### config.mk
export PLATFORM = sky130hd
export DESIGN_NAME = bpma_queue
export DESIGN_NICKNAME = d
export VERILOG_FILES = /design/src/hdl/bearing_pair_moment_accumulator_core_macros.svh /design/src/hdl/bpma_pkg.sv /design/src/hdl/bpma_queue.sv
export SDC_FILE = /design/constraint.sdc
export NUM_CORES = 1
export LEC_CHECK = 0
export CAP_MARGIN = 40
export CORE_MARGIN = 5
export CORE_UTILIZATION = 25
export DETAILED_ROUTE_END_ITERATION = 10
export DONT_BUFFER_PORTS = 1
export PLACE_DENSITY = 0.34
export SLEW_MARGIN = 5
export SYNTH_ARGS = -nofsm -noshare
export SYNTH_HDL_FRONTEND = slang
export SYNTH_SLANG_ARGS = --single-unit
export TNS_END_PERCENT = 1
### constraint.sdc
create_clock -name clk -period 8.85 [get_ports clk]
set_clock_uncertainty 0.2 [all_clocks]
set_input_delay 0.885 -clock clk [delete_from_list [all_inputs] [get_ports clk]]
set_output_delay 0.885 -clock clk [all_outputs]
set_load 0.02 [all_outputs]
### src/hdl/bearing_pair_moment_accumulator_core_macros.svh
// Assertion macros shared by the bearing pair moment accumulator RTL.
// Each macro expects signals named clk and rst_n in the including module.
`ifndef BEARING_PAIR_MOMENT_ACCUMULATOR_CORE_MACROS_SVH
`define BEARING_PAIR_MOMENT_ACCUMULATOR_CORE_MACROS_SVH

// Same-cycle implication, checked outside reset.
`define BPMA_ASSERT_IMP(name, ante, cons, msg) \
  name: assert property (@(posedge clk) disable iff (!rst_n) (ante) |-> (cons)) \
    else $error(msg);

// Next-cycle implication, checked outside reset.
`define BPMA_ASSERT_NXT(name, ante, cons, msg) \
  name: assert property (@(posedge clk) disable iff (!rst_n) (ante) |=> (cons)) \
    else $error(msg);

`endif

### src/hdl/bpma_pkg.sv
// Shared types, constants and index tables for the bearing pair moment accumulator.
// No dependencies.
package bpma_pkg;

  localparam int COORD_W     = 16;
  localparam int BEAR_W      = 17;
  localparam int MAG_W       = 16;
  localparam int SQ_W        = 32;
  localparam int RAD_W       = 56;
  localparam int ROOT_W      = 28;
  localparam int NUM_W       = 43;
  localparam int QUO_W       = 20;
  localparam int DIV_CNT_W   = 5;
  localparam int Z_COMPONENT = 4096;
  localparam int BEAR_ONE    = 32768;

  localparam int WEIGHT_W    = 32;
  localparam int PROD_W      = 62;
  localparam int SUM_WIDTH   = 48;
  localparam int ENTRY_W     = 48;
  localparam int MAX_PAIRS   = 4096;
  localparam int COUNT_W     = $clog2(MAX_PAIRS + 1);
  localparam int PAIR_OUT_W  = 13;
  localparam int N_TERMS     = 6;
  localparam int N_ENTRIES   = 6;
  localparam int N_SUMS      = N_TERMS * N_ENTRIES;
  localparam int ADDR_W      = $clog2(N_SUMS);
  localparam int IDX_W       = 3;
  localparam logic [IDX_W-1:0] LAST_TERM  = IDX_W'(N_TERMS - 1);
  localparam logic [IDX_W-1:0] LAST_ENTRY = IDX_W'(N_ENTRIES - 1);

  localparam int QUEUE_DEPTH = 2;
  localparam int QPTR_W      = (QUEUE_DEPTH > 1) ? $clog2(QUEUE_DEPTH) : 1;
  localparam int QCNT_W      = $clog2(QUEUE_DEPTH + 1);

  typedef logic signed [BEAR_W-1:0] bear_t;
  typedef bear_t [2:0] bear_vec_t;

  typedef struct packed {
    bear_vec_t f1;
    bear_vec_t f2;
    logic      final_pair;
  } pair_item_t;

  typedef enum logic [2:0] {
    L_IDLE, L_SQR, L_ROOT, L_PREP, L_DIV, L_DONE
  } lift_state_t;

  typedef enum logic [1:0] {
    F_IDLE, F_RUN, F_PUSH
  } front_state_t;

  typedef enum logic [2:0] {
    B_IDLE, B_ACC, B_DRAIN, B_GATHER, B_SHOW
  } back_state_t;

  // Weight component selectors per term: xx, yy, zz, xy, yz, zx.
  function automatic logic [1:0] weight_a(input logic [IDX_W-1:0] t);
    logic [1:0] s;
    unique case (t)
      3'd0, 3'd3: s = 2'd0;
      3'd1, 3'd4: s = 2'd1;
      default:    s = 2'd2;
    endcase
    return s;
  endfunction

  function automatic logic [1:0] weight_b(input logic [IDX_W-1:0] t);
    logic [1:0] s;
    unique case (t)
      3'd0, 3'd5: s = 2'd0;
      3'd1, 3'd3: s = 2'd1;
      default:    s = 2'd2;
    endcase
    return s;
  endfunction

  // Row and column of each upper-triangle entry: 00, 01, 02, 11, 12, 22.
  function automatic logic [1:0] entry_row(input logic [IDX_W-1:0] e);
    logic [1:0] s;
    unique case (e)
      3'd0, 3'd1, 3'd2: s = 2'd0;
      3'd3, 3'd4:       s = 2'd1;
      default:          s = 2'd2;
    endcase
    return s;
  endfunction

  function automatic logic [1:0] entry_col(input logic [IDX_W-1:0] e);
    logic [1:0] s;
    unique case (e)
      3'd0:       s = 2'd0;
      3'd1, 3'd3: s = 2'd1;
      default:    s = 2'd2;
    endcase
    return s;
  endfunction

endpackage

### src/hdl/bpma_queue.sv
// Short queue of lifted bearing pairs between the front and back ends.
// Depends on bpma_pkg.
module bpma_queue (
  input  logic                  clk,
  input  logic                  rst_n,
  input  logic                  wr_en,
  input  bpma_pkg::pair_item_t  wr_item,
  output logic                  q_full,
  input  logic                  rd_en,
  output bpma_pkg::pair_item_t  rd_item,
  output logic                  q_empty
);
  import bpma_pkg::*;

  pair_item_t         slot_r [QUEUE_DEPTH];
  logic [QPTR_W-1:0]  wr_ptr_r, rd_ptr_r;
  logic [QCNT_W-1:0]  cnt_r;

  function automatic logic [QPTR_W-1:0] ptr_inc(input logic [QPTR_W-1:0] p);
    return (p == QPTR_W'(QUEUE_DEPTH - 1)) ? '0 : p + QPTR_W'(1);
  endfunction

  assign q_full  = (cnt_r == QCNT_W'(QUEUE_DEPTH));
  assign q_empty = (cnt_r == '0);
  assign rd_item = slot_r[rd_ptr_r];

  always_ff @(posedge clk) begin
    if (!rst_n) begin
      wr_ptr_r <= '0;
      rd_ptr_r <= '0;
      cnt_r    <= '0;
    end else begin
      if (wr_en) wr_ptr_r <= ptr_inc(wr_ptr_r);
      if (rd_en) rd_ptr_r <= ptr_inc(rd_ptr_r);
      if (wr_en && !rd_en) begin
        cnt_r <= cnt_r + QCNT_W'(1);
      end else if (rd_en && !wr_en) begin
        cnt_r <= cnt_r - QCNT_W'(1);
      end
    end
  end

  always_ff @(posedge clk) begin
    if (wr_en) begin
      slot_r[wr_ptr_r] <= wr_item;
    end
  end

endmodule

; Word level (Yosys, flattened, before mapping)
; Memories as Yosys holds them, arrays and structs flattened. A register that Yosys moved wholly into a read port is not among the register bits.
; Cells that the tools add are included.
[word_totals]
reg_bits = 4
mem_bits_rw = 206
out_inout_bits = 105
wordCells = 23
n_memories = 1
[op_classes]
addsub = 4
n_eq_ne = 1
n_mux = 8
n_reduce_logical = 6
[memory_table]
columns = name, words, width, rd, rd_clocked_by_memory_dff, wr, line
row1 = slot_r, 2, 103, 1, 1, 1, bpma_queue.sv:15  ; pair_item_t slot_r [QUEUE_DEPTH];
[ops]
columns = operator, count
row1 = 1-bit two-way mux, 6
row2 = 2-bit two-way mux, 2
row3 = "1-bit adder, second input constant", 2
row4 = "2-bit by 1-bit adder with 2-bit output, second input constant", 1
row5 = "2-bit equality test, second input constant", 1
row6 = 1-bit logical AND, 2
row7 = 1-bit logical NOT, 2
row8 = 2-bit logical NOT, 1
row9 = 2-bit nonzero test, 1
row10 = "2-bit by 1-bit subtractor with 2-bit output, second input constant", 1

; Longest topological paths before layout
[depth]
word_depth = 4
depth_mapped = 5
mapped_depth_nobuf = 5

; Least setup slack after synthesis
; No wires, ideal clock.
[synth_path]
path_type = input-to-reg
from = in wr_en
to = mem slot_r[0][0] (netlist name) (enable)
t_arrival_ns = 5.396
t_required_ns = 8.072
setup_slack_ns = 2.675
stages = 1
path_cell_list = nor2b_1
[synth_between]
elab_chain_cells = 2
[synth_lines]
columns = item, line
row1 = start: declaration, bpma_queue.sv:6  ; input logic wr_en,
row2 = 1-bit two-way mux, bpma_queue.sv:44  ; if (wr_en) begin
row3 = 1-bit two-way mux (implied by the code), bpma_queue.sv:45  ; slot_r[wr_ptr_r] <= wr_item;
row4 = end: declaration, bpma_queue.sv:15
; No other way between the ends.

==> metrics.md <==
| Metric | Value |
|---|---|
| Status | `finished, final reports clean` |
| Cts repair resizes | `0` |
| Critical path type | `reg2out` |
| Final #Nets | `471` |
| Ant. Diodes | `0` |
| Commonest non-fill, non-tap cell in the layout | `edfxtp_1` |
| Syn Nets | `450` |
| Fin. max-slew vios | `0` |
| Flop pwr share | `51.8%` |
| Via count | `3147` |
| Starting Density | `25.19%` |
| Least-Margin Pin Slew | `0.7992 ns` |
| Initial antenna violation count | `0` |
| Die Area | `34260 sq um` |
| F_max | `0.2703 GHz` |
| Syn avg cell area | `22.41 sq um` |
| Die width | `185.1 microns` |
| H-tree depth | `1` |
| Drt drc | `0` |
| Postcts setup bufs | `0` |
| Area Growth Syn to Fin | `15.95%` |
| Seq/Total Area, Yosys | `82.02%` |
| Drt total wl | `15910 microns` |
| Top post-synthesis cells by area | `edfxtp_1 (81%), mux2_2 (15%), dfxtp_1 (1.3%)` |
| Fillers | `3000` |
| Placed instance area | `8157 sq um` |
| Worst reg2reg setup slack | `6.57 ns` |
| Die height | `185.1 microns` |
| Largest fanout on the critical path | `56` |
| Core Footprint | `30430 sq um` |
| Clock network power share | `39.8%` |
| Largest net degree at the start of global routing | `57` |
| Final core utilization | `29.20%` |
| Net switching power | `512.0 uW` |
| Reg clk slew, reported paths | `0.06 ns` |
| Routed vias/inst | `4.055` |
| Final Non-Filler Cells | `776` |
| Global placer's final weighted congestion | `0.6856` |
| Most frequent cells in the layout | `edfxtp_1 (206), mux2_2 (103), clkbuf_16 (25)` |
| Sink Count | `211` |
| Antenna-violating nets left | `0` |
| WL/cell | `20.51 microns` |
| Syn. warnings | `0` |
| Maximum capacitance violations | `0` |
| Detail Placement HPWL | `10510 microns` |
| Post-CTS Hold Fix Bufs | `0` |
| RSZ-0062 raised after global routing | `no` |
| FF+latch count, synth | `211` |
| Final Setup Violations | `0` |
| Netlist cell types | `17` |
| Drt pass-1 iters | `5` |
| Initial drt markers | `74` |
| Rows | `64` |
| Worst path required time | `7.77 ns` |
| # port buffers | `0` |
| CTS tree | `built` |
| Post-route cell area | `8886 sq um` |
| CTS buffer count | `24` |
| Total global routing overflow | `0` |
| First-pass GRT wire length | `22650 microns` |
| Io pins | `212` |
| Final Hold Violating Endpoints | `0` |
| Cells after DPL | `733` |
| Maximum clock insertion buffer count | `3` |
| FF/Latch Area | `6290 sq um` |
| Synthesized cell area | `7664 sq um` |
| CP Capture Type | `output port` |
| Power per cell area | `255.4 nW/um^2` |
| Pint | `1757 uW` |
| Sw frac | `22.56%` |
| Crit start category | `register` |
| Pleak | `0.002825 uW` |
| Comb pwr share | `8.4%` |
| Vias in the first global route | `3514` |
| Slowest CP cell | `dfxtp_4` |
| Relative slew slack | `46.72%` |
| TNS Setup | `0 ns` |
| Max stage delay on crit path | `0.79 ns` |
| GRT Overall Usage | `8.820%` |
| Hold Path Class | `in2reg` |
| Later-pin clock latency in the skew report | `0.51 ns` |
| Cell Chain, Critical Path | `buf_4, mux2_2` |
| Synth area leader | `edfxtp_1` |
| Cell count after synthesis | `342` |
| Top-area cell type share of the netlist area | `80.72%` |
| Tmin final | `3.700 ns` |
| Root Driver | `clkbuf_16` |
| Area occupied by multi-input gates | `1282 sq um` |
| Worst ir drop on vdd | `114.9 uV` |
| Critical Path AT | `2.61 ns` |
| Share of post-route cells with drive strength above 1 | `37.63%` |
| Crit share post-route | `41.80%` |
stage by stage:
step | hold WS [ns] | total power [uW] | setup WS [ns]
detailed placement | 0.2925 | 1395 | 5.585
global route | 0.2243 | 2371 | 4.940
floorplan | 0.2656 | 1360 | 2.675
finish | 0.2648 | 2269 | 5.150
CTS | 0.2205 | 2320 | 5.008
global placement | 0.2869 | 1391 | 5.603
power groups by stage:
stage	Sequential (uW)	Clock, uW	Combinational [uW]
6_report	1180	903	190
5_1_grt	1180	986	204
4_1_cts	1180	944	198
3_5_place_dp	1200	0	197
3_3_place_gp	1200	0	193
2_1_floorplan	1190	0	170
per-layer routing:
metal  up-vias  part of all wire (%)  global-route usage, %
met2       162                    44                  13.71
met5         -                     0                      0
met4         0                   3.1                  2.848
met3        26                    18                  7.168
met1      1559                    35                  9.002
li1       1400                     -                      -
critical path, delay by kind of cell, from the launching register on:
kind     cells  cell delay (ns)
buf+inv      1             0.74
mux          1             0.48
flops        1             0.79
flip-flops by register name (all words and copies together) (netlist names), named ones only:
register	count
slot_r	206
cnt_r	2
wr_ptr_r	1
rd_ptr_r	1
Yosys cell counts:
cell type,instances
a21boi_1,1
and2_1,4
buf_2,3
buf_4,1
buf_6,7
dfxtp_1,5
edfxtp_1,206
ha_1,1
inv_1,1
mux2_2,103
nor2_1,1
nor2b_1,3
o21a_1,1
o21ai_0,1
or3_1,1
xnor2_1,1
xor2_1,2
logic make-up (layout without fill, tap and decap cells):
family          after synthesis  in the layout  synth area share (%)
mux                         103            103                 15.13
flops                       211            211                 82.02
buf+inv                      12             50                 1.371
compound gates                3              3                0.2612
xor+xnor                      3              3                0.3429
fa+ha+maj                     1              1                0.1632
simple gates                  9              9                0.7020
final timing paths:
path | start | to | cells after the start
setup / recovery | register | rd_item[8] | 2
setup reg to reg | wr_ptr_r$_SDFFE_PN0P_ | slot_r[0][81]$_DFFE_PP_ | 4
hold reg to reg | cnt_r[1]$_SDFFE_PN0P_ | cnt_r[1]$_SDFFE_PN0P_ | 2
hold / removal | wr_item[0] | slot_r[1][0]$_DFFE_PP_ | 0
final cells by class:
| class | instances | share of cell area, % |
|---|---|---|
| Sequential cell | 211 | 70.78 |
| Multi-Input combinational cell | 119 | 14.43 |
| Clock buffer | 30 | 7.251 |
| Tap cell | 396 | 5.576 |
| Clock inverter | 13 | 0.9575 |
| Timing Repair Buffer | 6 | 0.9575 |
| Inverter | 1 | 0.04224 |
Note: power is estimated with default switching activity, not from simulation.
